===== src/rtl/core/pirh_pkg.sv =====
// Package for the peak interval, rate and HRV core.
// Word types for both channels, status codes and sequencer states.
// No dependencies.
package pirh_pkg;

  localparam int unsigned TIME_BITS   = 16;
  localparam int unsigned SAMPLE_BITS = 16;
  localparam int unsigned RN_BITS     = 16;
  localparam int unsigned PC_BITS     = 7;
  localparam int unsigned HR_BITS     = 16;
  localparam int unsigned HRV_BITS    = 20;

  localparam logic [PC_BITS-1:0]  PC_MAX  = 7'd127;
  localparam logic [HR_BITS-1:0]  HR_MAX  = 16'hFFFF;
  localparam logic [HRV_BITS-1:0] HRV_MAX = 20'hFFFFF;
  localparam logic [RN_BITS-1:0]  RN_RESET = 16'd6000;

  typedef enum logic [1:0] {
    STS_OK        = 2'd0,
    STS_FEW_PEAKS = 2'd1,
    STS_ZERO_SUM  = 2'd2,
    STS_OVERFLOW  = 2'd3
  } status_e;

  typedef enum logic [3:0] {
    ST_IDLE,
    ST_UPD,
    ST_STAT,
    ST_RMUL,
    ST_RDIV,
    ST_SSMUL,
    ST_MQMUL,
    ST_DIFF,
    ST_SQRT,
    ST_SDDIV,
    ST_DONE
  } state_e;

  typedef struct packed {
    logic [TIME_BITS-1:0]          sample_time;
    logic signed [SAMPLE_BITS-1:0] sample_value;
    logic                          last;
  } in_word_t;

  typedef struct packed {
    logic                          peak_found;
    logic [TIME_BITS-1:0]          peak_time;
    logic signed [SAMPLE_BITS-1:0] peak_value;
    logic                          frame_done;
    logic [PC_BITS-1:0]            peak_count;
    logic [HR_BITS-1:0]            pulse_rate;
    logic [HRV_BITS-1:0]           hrv_q4;
    logic [1:0]                    status;
  } out_word_t;

endpackage


===== src/rtl/core/peak_interval_rate_and_hrv_core.sv =====
// Peak interval, rate and HRV core: local maximum detection, interval sums,
// frame-end rate division and standard deviation on one shared add/sub unit.
// Depends on pirh_pkg.
//
// Ordinary word: result registered at the accept edge; the next word is taken
// after the ST_UPD state has added the interval and its square to the sums.
// Last word: the shift-add multiplies, two restoring divides and the bit-pair
// square root all run in turn on the one adder; when status is not ok the
// sequencer goes from ST_STAT straight to ST_DONE.
// Reset: frame state cleared, rate_numerator back to 6000, no word pending.
module peak_interval_rate_and_hrv_core #(
  parameter int unsigned MAX_PEAKS = 64
) (
  input  logic                 clk_i,
  input  logic                 rst_ni,
  input  logic                 cfg_we_i,
  input  logic [15:0]          cfg_wdata_i,
  input  logic                 in_valid_i,
  output logic                 in_stall_o,
  input  pirh_pkg::in_word_t   in_word_i,
  output logic                 out_valid_o,
  input  logic                 out_stall_i,
  output pirh_pkg::out_word_t  out_word_o
);
  import pirh_pkg::*;

  localparam int unsigned CNT_W  = $clog2(MAX_PEAKS + 1);
  localparam int unsigned LOG_P  = $clog2(MAX_PEAKS);
  localparam int unsigned SUM_W  = TIME_BITS + LOG_P;
  localparam int unsigned SQ_W   = 2 * TIME_BITS + LOG_P;
  localparam int unsigned MQ_W   = SQ_W + CNT_W;
  localparam int unsigned RAD_W  = MQ_W + 8 + (MQ_W % 2);
  localparam int unsigned RT_W   = RAD_W / 2;
  localparam int unsigned NUM_W  = RN_BITS + CNT_W;
  localparam int unsigned DIV_W  = (RT_W > NUM_W) ? RT_W : NUM_W;
  localparam int unsigned IT_MAX = (DIV_W > SUM_W) ? DIV_W : SUM_W;
  localparam int unsigned IT_W   = $clog2(IT_MAX + 1);
  localparam int unsigned AW     = MQ_W;
  localparam int unsigned PC_W   = (CNT_W > PC_BITS) ? CNT_W : PC_BITS;
  localparam int unsigned HW     = (DIV_W > HRV_BITS) ? DIV_W : HRV_BITS;

  // frame state
  state_e                        state_q, state_d;
  logic [RN_BITS-1:0]            rate_num_q;
  logic signed [SAMPLE_BITS-1:0] older_q, older_d;
  logic signed [SAMPLE_BITS-1:0] prev_val_q, prev_val_d;
  logic [TIME_BITS-1:0]          prev_time_q, prev_time_d;
  logic [1:0]                    points_q, points_d;
  logic [CNT_W-1:0]              peaks_q, peaks_d;
  logic [TIME_BITS-1:0]          last_peak_q, last_peak_d;
  logic [SUM_W-1:0]              sum_q, sum_d;
  logic [SQ_W-1:0]               sq_q, sq_d;
  logic                          ovf_q, ovf_d;
  logic                          last_q, last_d;
  logic                          out_valid_q, out_valid_d;

  // datapath scratch
  out_word_t            out_q, out_d;
  logic [TIME_BITS-1:0] iv_q, iv_d;
  logic [AW-1:0]        acc_q, acc_d;
  logic [AW-1:0]        mcand_q, mcand_d;
  logic [SUM_W-1:0]     mplier_q, mplier_d;
  logic [AW-1:0]        ss_q, ss_d;
  logic [RAD_W-1:0]     rad_q, rad_d;
  logic [RT_W:0]        r_q, r_d;
  logic [RT_W-1:0]      root_q, root_d;
  logic [DIV_W-1:0]     quo_q, quo_d;
  logic [SUM_W-1:0]     rem_q, rem_d;
  logic [IT_W-1:0]      cnt_q, cnt_d;

  logic                          in_acc;
  logic                          cnt_last;
  logic signed [SAMPLE_BITS-1:0] v_in;
  logic                          is_peak;
  status_e                       sts_c;
  logic [CNT_W-1:0]              m_c;
  logic [2*TIME_BITS-1:0]        iv_sq;

  logic [AW-1:0]        alu_a, alu_b;
  logic                 alu_sub;
  logic [AW:0]          alu_res;
  logic                 alu_ge;
  logic [AW-1:0]        mul_step;
  logic [SUM_W:0]       div_a;
  logic [DIV_W-1:0]     quo_step;
  logic [SUM_W-1:0]     rem_step;
  logic [RT_W+2:0]      sq_a;
  logic [RT_W-1:0]      root_step;
  logic [RT_W:0]        r_step;
  logic [HW-1:0]        quo_ext;
  logic [PC_W-1:0]      pc_ext;

  assign in_stall_o  = (state_q != ST_IDLE) || (out_valid_q && out_stall_i);
  assign in_acc      = in_valid_i && !in_stall_o;
  assign out_valid_o = out_valid_q;
  assign out_word_o  = out_q;

  assign cnt_last = (cnt_q == IT_W'(1));
  assign v_in     = $signed(in_word_i.sample_value);
  assign is_peak  = (points_q == 2'd2) && (prev_val_q > older_q) && (prev_val_q > v_in);
  assign m_c      = peaks_q - CNT_W'(1);
  assign iv_sq    = {{TIME_BITS{1'b0}}, iv_q} * {{TIME_BITS{1'b0}}, iv_q};
  assign pc_ext   = PC_W'(peaks_q);

  always_comb begin
    if (peaks_q < CNT_W'(2)) begin
      sts_c = STS_FEW_PEAKS;
    end else if (ovf_q) begin
      sts_c = STS_OVERFLOW;
    end else if (sum_q == '0) begin
      sts_c = STS_ZERO_SUM;
    end else begin
      sts_c = STS_OK;
    end
  end

  // shared add/subtract unit
  always_comb begin
    unique case (state_q)
      ST_RMUL, ST_SSMUL, ST_MQMUL: begin
        alu_a = acc_q; alu_b = mcand_q; alu_sub = 1'b0;
      end
      ST_RDIV: begin
        alu_a = AW'(div_a); alu_b = AW'(sum_q); alu_sub = 1'b1;
      end
      ST_SDDIV: begin
        alu_a = AW'(div_a); alu_b = AW'(m_c); alu_sub = 1'b1;
      end
      ST_DIFF: begin
        alu_a = acc_q; alu_b = ss_q; alu_sub = 1'b1;
      end
      ST_SQRT: begin
        alu_a = AW'(sq_a); alu_b = AW'({root_q, 2'b01}); alu_sub = 1'b1;
      end
      default: begin
        alu_a = '0; alu_b = '0; alu_sub = 1'b0;
      end
    endcase
    alu_res = alu_sub ? ({1'b0, alu_a} - {1'b0, alu_b}) : ({1'b0, alu_a} + {1'b0, alu_b});
    alu_ge  = !alu_res[AW];
  end

  // one step of each iteration, all off the same adder result
  assign mul_step  = mplier_q[0] ? alu_res[AW-1:0] : acc_q;
  assign div_a     = {rem_q, quo_q[DIV_W-1]};
  assign quo_step  = {quo_q[DIV_W-2:0], alu_ge};
  assign rem_step  = alu_ge ? alu_res[SUM_W-1:0] : div_a[SUM_W-1:0];
  assign sq_a      = {r_q, rad_q[RAD_W-1 -: 2]};
  assign root_step = {root_q[RT_W-2:0], alu_ge};
  assign r_step    = alu_ge ? alu_res[RT_W:0] : sq_a[RT_W:0];
  assign quo_ext   = HW'(quo_step);

  // next state
  always_comb begin
    state_d = state_q;
    unique case (state_q)
      ST_IDLE:  if (in_acc) state_d = ST_UPD;
      ST_UPD:   state_d = last_q ? ST_STAT : ST_IDLE;
      ST_STAT:  state_d = (sts_c == STS_OK) ? ST_RMUL : ST_DONE;
      ST_RMUL:  if (cnt_last) state_d = ST_RDIV;
      ST_RDIV:  if (cnt_last) state_d = ST_SSMUL;
      ST_SSMUL: if (cnt_last) state_d = ST_MQMUL;
      ST_MQMUL: if (cnt_last) state_d = ST_DIFF;
      ST_DIFF:  state_d = ST_SQRT;
      ST_SQRT:  if (cnt_last) state_d = ST_SDDIV;
      ST_SDDIV: if (cnt_last) state_d = ST_DONE;
      ST_DONE:  state_d = ST_IDLE;
      default:  state_d = ST_IDLE;
    endcase
  end

  // datapath and outputs
  always_comb begin
    older_d     = older_q;
    prev_val_d  = prev_val_q;
    prev_time_d = prev_time_q;
    points_d    = points_q;
    peaks_d     = peaks_q;
    last_peak_d = last_peak_q;
    sum_d       = sum_q;
    sq_d        = sq_q;
    ovf_d       = ovf_q;
    last_d      = last_q;
    out_d       = out_q;
    iv_d        = iv_q;
    acc_d       = acc_q;
    mcand_d     = mcand_q;
    mplier_d    = mplier_q;
    ss_d        = ss_q;
    rad_d       = rad_q;
    r_d         = r_q;
    root_d      = root_q;
    quo_d       = quo_q;
    rem_d       = rem_q;
    cnt_d       = cnt_q;
    out_valid_d = out_valid_q && out_stall_i;

    unique case (state_q)
      ST_IDLE: begin
        if (in_acc) begin
          out_d            = '0;
          out_d.frame_done = in_word_i.last;
          iv_d             = '0;
          if (is_peak) begin
            out_d.peak_found = 1'b1;
            out_d.peak_time  = prev_time_q;
            out_d.peak_value = prev_val_q;
            if (peaks_q < CNT_W'(MAX_PEAKS)) begin
              if (peaks_q != '0) begin
                iv_d = prev_time_q - last_peak_q;
              end
              peaks_d     = peaks_q + CNT_W'(1);
              last_peak_d = prev_time_q;
            end else begin
              ovf_d = 1'b1;
            end
          end
          older_d     = prev_val_q;
          prev_val_d  = v_in;
          prev_time_d = in_word_i.sample_time;
          if (points_q != 2'd2) points_d = points_q + 2'd1;
          last_d = in_word_i.last;
          // summary word waits for the sequencer
          if (!in_word_i.last) out_valid_d = 1'b1;
        end
      end
      ST_UPD: begin
        sum_d = sum_q + SUM_W'(iv_q);
        sq_d  = sq_q + SQ_W'(iv_sq);
      end
      ST_STAT: begin
        out_d.status     = sts_c;
        out_d.peak_count = (pc_ext > PC_W'(PC_MAX)) ? PC_MAX : pc_ext[PC_BITS-1:0];
        acc_d    = '0;
        mcand_d  = AW'(rate_num_q);
        mplier_d = SUM_W'(m_c);
        cnt_d    = IT_W'(CNT_W);
      end
      ST_RMUL, ST_SSMUL, ST_MQMUL: begin
        acc_d    = mul_step;
        mcand_d  = {mcand_q[AW-2:0], 1'b0};
        mplier_d = mplier_q >> 1;
        cnt_d    = cnt_q - IT_W'(1);
        if (cnt_last) begin
          if (state_q == ST_RMUL) begin
            quo_d = DIV_W'(mul_step[NUM_W-1:0]);
            rem_d = '0;
            cnt_d = IT_W'(DIV_W);
          end else if (state_q == ST_SSMUL) begin
            ss_d     = mul_step;
            acc_d    = '0;
            mcand_d  = AW'(sq_q);
            mplier_d = SUM_W'(m_c);
            cnt_d    = IT_W'(CNT_W);
          end
        end
      end
      ST_RDIV, ST_SDDIV: begin
        quo_d = quo_step;
        rem_d = rem_step;
        cnt_d = cnt_q - IT_W'(1);
        if (cnt_last) begin
          if (state_q == ST_RDIV) begin
            out_d.pulse_rate = (quo_step > DIV_W'(HR_MAX)) ? HR_MAX : quo_step[HR_BITS-1:0];
            acc_d    = '0;
            mcand_d  = AW'(sum_q);
            mplier_d = sum_q;
            cnt_d    = IT_W'(SUM_W);
          end else begin
            out_d.hrv_q4 = (quo_ext > HW'(HRV_MAX)) ? HRV_MAX : quo_ext[HRV_BITS-1:0];
          end
        end
      end
      ST_DIFF: begin
        // negative variance only after wrapping: clamp to zero
        rad_d  = RAD_W'({(alu_ge ? alu_res[AW-1:0] : {AW{1'b0}}), 8'h00});
        r_d    = '0;
        root_d = '0;
        cnt_d  = IT_W'(RT_W);
      end
      ST_SQRT: begin
        r_d    = r_step;
        root_d = root_step;
        rad_d  = {rad_q[RAD_W-3:0], 2'b00};
        cnt_d  = cnt_q - IT_W'(1);
        if (cnt_last) begin
          quo_d = DIV_W'(root_step);
          rem_d = '0;
          cnt_d = IT_W'(DIV_W);
        end
      end
      ST_DONE: begin
        out_valid_d = 1'b1;
        older_d     = '0;
        prev_val_d  = '0;
        prev_time_d = '0;
        points_d    = '0;
        peaks_d     = '0;
        last_peak_d = '0;
        sum_d       = '0;
        sq_d        = '0;
        ovf_d       = 1'b0;
        last_d      = 1'b0;
      end
      default: begin
        out_valid_d = out_valid_q && out_stall_i;
      end
    endcase
  end

  always_ff @(posedge clk_i or negedge rst_ni) begin
    if (!rst_ni) begin
      state_q     <= ST_IDLE;
      rate_num_q  <= RN_RESET;
      older_q     <= '0;
      prev_val_q  <= '0;
      prev_time_q <= '0;
      points_q    <= '0;
      peaks_q     <= '0;
      last_peak_q <= '0;
      sum_q       <= '0;
      sq_q        <= '0;
      ovf_q       <= 1'b0;
      last_q      <= 1'b0;
      out_valid_q <= 1'b0;
    end else begin
      state_q     <= state_d;
      if (cfg_we_i) rate_num_q <= cfg_wdata_i;
      older_q     <= older_d;
      prev_val_q  <= prev_val_d;
      prev_time_q <= prev_time_d;
      points_q    <= points_d;
      peaks_q     <= peaks_d;
      last_peak_q <= last_peak_d;
      sum_q       <= sum_d;
      sq_q        <= sq_d;
      ovf_q       <= ovf_d;
      last_q      <= last_d;
      out_valid_q <= out_valid_d;
    end
  end

  always_ff @(posedge clk_i) begin
    out_q    <= out_d;
    iv_q     <= iv_d;
    acc_q    <= acc_d;
    mcand_q  <= mcand_d;
    mplier_q <= mplier_d;
    ss_q     <= ss_d;
    rad_q    <= rad_d;
    r_q      <= r_d;
    root_q   <= root_d;
    quo_q    <= quo_d;
    rem_q    <= rem_d;
    cnt_q    <= cnt_d;
  end

endmodule


===== config.mk =====
export PLATFORM = sky130hd
export DESIGN_NAME = peak_interval_rate_and_hrv_core
export DESIGN_NICKNAME = d
export VERILOG_FILES = /design/src/rtl/core/pirh_pkg.sv /design/src/rtl/core/peak_interval_rate_and_hrv_core.sv
export SDC_FILE = /design/constraint.sdc
export NUM_CORES = 2
export LEC_CHECK = 0
export BUFFER_PORTS_ARGS = -buffer_cell sky130_fd_sc_hd__buf_4
export CORE_MARGIN = 10
export CORE_UTILIZATION = 30
export CTS_CLUSTER_DIAMETER = 80
export DETAILED_ROUTE_END_ITERATION = 8
export PLACE_DENSITY = 0.49
export SLEW_MARGIN = 20
export SYNTH_ARGS = -nofsm -noshare
export SYNTH_HDL_FRONTEND = slang
export SYNTH_SLANG_ARGS = --single-unit

===== constraint.sdc =====
create_clock -name clk_i -period 10 [get_ports clk_i]
set_input_delay 1.5 -clock clk_i [delete_from_list [all_inputs] [get_ports clk_i]]
set_output_delay 1.5 -clock clk_i [all_outputs]
set_load 0.01 [all_outputs]

# Word level (Yosys, flattened, before mapping)
# Cells that the tools add are included.
# op_classes
n_addsub,9
mul,1
n_div,0
order_cmp,7
n_eq_ne,29
shifts,0
mux,96
bitwise,1
n_reduce_logical,37
# ops
operator,count
45-bit two-way mux,13
45-bit one-hot mux with 3 select lines,3
45-bit one-hot mux with 5 select lines,1
22-bit two-way mux,6
22-bit one-hot mux with 3 select lines,2
16-bit two-way mux,8
16-bit one-hot mux with 2 select lines,4
54-bit one-hot mux with 2 select lines,1
27-bit two-way mux,3
27-bit one-hot mux with 3 select lines,1
38-bit one-hot mux with 2 select lines,1
36-bit one-hot mux with 2 select lines,1
21-bit two-way mux,3
28-bit one-hot mux with 2 select lines,1
27-bit one-hot mux with 2 select lines,1
45-bit by 45-bit adder with 46-bit output,1
46-bit two-way mux,1
45-bit by 45-bit subtractor with 46-bit output,1
22-bit one-hot mux with 2 select lines,1
20-bit two-way mux,2
4-bit one-hot mux with 10 select lines,1
38-bit by 32-bit adder with 38-bit output,1
36-bit two-way mux,1
33-bit two-way mux,1
other kinds (50),121
# totals
regBits,571
latchBits,0
ramBits,0
romBits,0
in_bits,54
output_inout_bits,81
memories,0

# Logic depth before layout (Yosys ltp)
# depth
word_depth,11
ltp_mapped,24
mapped_depth_nobuf,24

# Worst setup path before layout
# OpenSTA, ideal clock, no wires.
# synth_timing
path_kind,reg2reg
startpoint,register state_q[2]
endpoint,"register acc_q[0], enable pin"
setup_time_ns,0.748
arrival_ns,9.944
t_required_ns,9.252
path_slack_ns,-0.692
path_stages_with_launch,8
path_buffers,5
period_less_slack_ns,10.692
path_cell_list,dfrtp_1 -> buf_2 -> buf_1 -> clkbuf_1 -> clkbuf_1 -> buf_1 -> a21oi_1 -> a211oi_1
# synth_via
elab_chain_len,4
elab_cells_between_ends,12
classes_between,eq/ne (8); reduce/logical (4)
# synth_rtl
element,line_no,rtl
"start, declared",peak_interval_rate_and_hrv_core.sv:43,"state_e state_q, state_d;"
"start signal, assigned",peak_interval_rate_and_hrv_core.sv:327,state_q <= state_d;
4-bit by 2-bit == test with 1-bit output (tied with other cells),peak_interval_rate_and_hrv_core.sv:198,unique case (state_q)
3-bit OR reduction or 2-bit OR reduction (tied branches),n/a,
3-bit nonzero test (no source line) or 2-bit by 1-bit inequality test with 1-bit output (tied branches),n/a,
3-bit AND reduction (no source line) (*),n/a,
"end signal, assigned",peak_interval_rate_and_hrv_core.sv:346,acc_q <= acc_d;
"end, declared",peak_interval_rate_and_hrv_core.sv:60,"logic [AW-1:0] acc_q, acc_d;"
# Every way passes the cells marked *; elsewhere a longest branch is shown, timed or not.
# A chain may end at the register's enable or synchronous reset.

# Worst setup path after layout
# layout_timing
startpoint,register state_q[2]
endpoint,"register acc_q[44], data pin"
# layout_via
elab_chain_len,10
elab_cells_between_ends,23
classes_between,add/sub (2); eq/ne (8); mux (9); reduce/logical (4)
# layout_rtl
element,line_no,rtl
4-bit by 2-bit == test with 1-bit output (tied with other cells),peak_interval_rate_and_hrv_core.sv:119,unique case (state_q)
3-bit OR reduction (tied with other cells),peak_interval_rate_and_hrv_core.sv:119,
45-bit one-hot mux with 5 select lines or 45-bit one-hot mux with 3 select lines (tied branches),peak_interval_rate_and_hrv_core.sv:119,
45-bit by 45-bit adder with 46-bit output or 45-bit by 45-bit subtractor with 46-bit output (tied branches),peak_interval_rate_and_hrv_core.sv:139,"alu_res = alu_sub ? ({1'b0, alu_a} - {1'b0, alu_b}) : ({1'b0, alu_a} + {1'b0, alu_b});"
46-bit two-way mux (*),peak_interval_rate_and_hrv_core.sv:139,
45-bit two-way mux (*),peak_interval_rate_and_hrv_core.sv:144,assign mul_step = mplier_q[0] ? alu_res[AW-1:0] : acc_q;
via mul_step[44],peak_interval_rate_and_hrv_core.sv:83,logic [AW-1:0] mul_step;
45-bit two-way mux,peak_interval_rate_and_hrv_core.sv:249,end else if (state_q == ST_SSMUL) begin
45-bit two-way mux,peak_interval_rate_and_hrv_core.sv:245,if (state_q == ST_RMUL) begin
45-bit two-way mux (*),peak_interval_rate_and_hrv_core.sv:244,if (cnt_last) begin
45-bit one-hot mux with 3 select lines (*),peak_interval_rate_and_hrv_core.sv:198,
# The timed path passes the listed nets; every way through them passes the cells marked *.

==> reports/summary.txt <==
outcome - complete, no violations
DRT iter0 DRCs - 2606
Period minus WS final - 7.66 ns
clk sink count - 563
# hold bufs at CTS - 0
reg2reg setup slack - 2.34 ns
Die ar. - 145000 µm²
Crit path max-delay family - compound AO/OA/AOI/OAI gates
GRT Residual Overflow - 0
CP Max Fanout - 64
Ports - 135
pre-CTS setup slack - 2.41 ns
Yosys top cell area share - 31.3%
Worst Max-Slew Pin Slew - 1.14 ns
Starting Density - 30.2%
commonest non-fill, non-tap cells in the layout - 434 x nand2_1, 407 x edfxtp_1, 397 x inv_1
IO Port Bufs - 134
Total GRT Usage - 16.0%
CP Buf/Inv Count - 1
CP Data Required Time - 10.39 ns
crit-path cells - nor4b_2 -> buf_4 -> and2_1 -> a2111oi_1 -> nand3_1 -> nor4_2 -> nor3b_1 -> a31oi_1 -> xor2_1 -> ha_1 -> a21oi_1 -> o211ai_1 -> o2111ai_1 -> a211oi_1 -> a2111oi_0 -> or2_2 -> o311ai_0 -> mux2_2 -> and2_1
Worst Slack Setup Final - 2.34 ns
Worst-Skew Late Latency - 0.66 ns
synthesized flop and latch total - 563
crit share post-route - 76.6%
max_cap viols - 0
ys async rst share - 27.7%
Cells after Synth - 3895
Crit Path Class - register to register
Most used DFF post-synth - edfxtp_1
Max-slew headroom - 24.2%
vias in the first global route - 29200
CP arrival - 8.05 ns
postcts setup bufs - 0
max-slew violations - 0
CP Capture Type - register
TNS Setup - 0 ns
cell depth of the worst hold path - 2
CP max stage delay - 0.93 ns
die width - 381 µm
slowest CP cell - a2111oi_0
TritonCTS clock tree - built
Residual DRC - 0
Synth area leader - edfxtp_1
Seq/Total Area, Yosys - 41.3%
synth warn - 0
share of cells above drive strength 1 - 10.2%
initial antenna violation count - 2
routed vias - 29400
dpl hpwl - 86800 µm
TritonCTS buffer count - 72
reg-to-reg endpoint - acc_q[44]
first-pass GRT wire length - 183000 µm
Hold Path Class - register to register
vias per inst - 5.11
crit-path most repeated cell - and2_1
first-pass detailed-route iteration total - 6
CP startpoint kind - register
Total Wirelength - 119000 µm
fillcell total - 13300
area delta synth->final - 13.4%
ranking of synthesized cells by area - edfxtp_1 31%, fa_1 10%, dfrtp_1 9.5%, ha_1 7.1%, nand2_1 4.2%
Clock Tree Buf Depth - 3
FMAX - 131 MHz
cells on worst reg2reg path - 19
min-delay src - sq_q[28]
Layout Skew - 0.0315 ns
Wirelength per Cell - 20.8 µm
Nets - 4418
FP Rows - 132
Core ar. - 129000 µm²
syn_area_per_cell - 10.0 µm²
Post-DRT Antenna Nets - 0
most common cell after layout, fill and taps aside - nand2_1
mapped cell area - 39100 µm²
cts repair resizes - 0
unrepaired setup endpoints after global routing - false
syn_nets - 4368
Reg clk slew, reported paths - 0.06 ns
RePlAce Congestion - 0.863
root buf cell - clkbuf_16
Chip Height - 381 µm
final hold vios - 0
FF-to-FF Start - state_q[2]
Synth cell types - 80
EDFF count, synth - 407
CTS H-Tree Depth - 3
Setup-failing EPs final - 0
pin count of the biggest net entering global routing - 93
worst hold endpoint - sq_q[28]
-- logic make-up (layout without fill, tap and decap cells) --
| family | after synthesis | count (layout) | share of synthesized area [%] |
|---|---|---|---|
| AOI/OAI and AO/OA | 834 | 834 | 14.4 |
| xor gates and xnor gates | 142 | 142 | 3.30 |
| adders and majority gates | 419 | 419 | 17.2 |
| buffers and inverters | 615 | 720 | 6.11 |
| DFF | 563 | 563 | 41.3 |
| muxes | 94 | 94 | 2.56 |
| other | 0 | 1 | 0 |
| and+or+nand+nor | 1228 | 1228 | 15.1 |
-- worst register-to-register path: stages, from the launching register on --
cell       delay [ns]
dfrtp_2          0.66
nor4b_2          0.11
buf_4            0.34
and2_1           0.32
a2111oi_1        0.63
nand3_1          0.33
nor4_2           0.86
nor3b_1          0.54
a31oi_1          0.17
xor2_1           0.20
ha_1             0.39
a21oi_1          0.29
o211ai_1         0.15
o2111ai_1        0.22
a211oi_1         0.16
a2111oi_0        0.93
or2_2            0.27
o311ai_0         0.26
mux2_2           0.41
and2_1           0.17
-- per-stage QoR --
stage | area, µm² | instances | utilization, % | hold slack [ns]
global route | 44300 | 5742 | 34.2 | 0.518
detailed placement | 42000 | 5613 | 32.4 | 0.474
finish | 44300 | 5743 | 34.2 | 0.482
CTS | 44300 | 5742 | 34.2 | 0.487
floorplan | 39100 | 3895 | - | 0.450
global placement | 41900 | 5612 | 32.4 | 0.466
-- Yosys cell counts, drive strengths merged, types with 9 or more instances --
cell type	count
fa	198
nand2b	24
a221oi	30
and3	28
nand4	35
edfxtp	407
a31oi	26
inv	398
a22o	49
and2	173
o21ai	188
mux2	47
xnor2	75
a21o	52
a22oi	21
o22ai	13
clkbuf	181
buf	34
xor2	67
a222oi	34
nand4b	9
o211ai	14
ha	221
nor2b	31
mux2i	47
o21a	23
or3	21
nand2	435
nor3b	12
nand3	97
nor3	54
a21oi	189
nor2	247
o31ai	78
o21bai	9
nor4	22
a221o	28
a211oi	22
dfrtp	149
-- sequential cells by signal, indices dropped and copies added, names as in the netlist, 22 cells and up --
name,count
mcand_q,45
ss_q,45
root_q,27
sum_q,22
out_word_o,79
sq_q,38
rad_q,46
acc_q,45
rem_q,22
mplier_q,22
r_q,28
quo_q,27
-- routing by layer --
| layer | track usage [%] | wire [µm] |
|---|---|---|
| met1 | 23.1 | 57000 |
| met2 | 25.4 | 54400 |
| met3 | 2.22 | 5620 |
| met4 | 3.57 | 2180 |
| met5 | 0 | 0 |
-- area by class of cell --
class | instances | area [µm²] | area share, %
well taps | 1742 | 2180 | 4.92
clock inverters | 44 | 415 | 0.938
repair buffers | 191 | 1460 | 3.30
flip-flops and latches | 563 | 16100 | 36.4
clock buffers | 85 | 1920 | 4.34
diodes | 1 | 2.50 | 0.00565
multi-input cells | 2717 | 20700 | 46.7
inverters | 400 | 1510 | 3.40
-- worst max-delay path by stage --
| stage | start | end | cells after the start |
|---|---|---|---|
| 6_report | state_q[2] | acc_q[44] | 19 |
| 5_1_grt | state_q[2] | acc_q[44] | 19 |
| 4_1_cts | state_q[2] | acc_q[44] | 19 |
| 2_1_floorplan | state_q[2] | acc_q[0] | 7 |
| 3_3_place_gp | state_q[2] | rad_q[51] | 19 |
| 3_5_place_dp | state_q[3] | acc_q[44] | 19 |
Power is not shown: default switching activity piles up to over one toggle a cycle in this logic, so the estimate is an artifact.
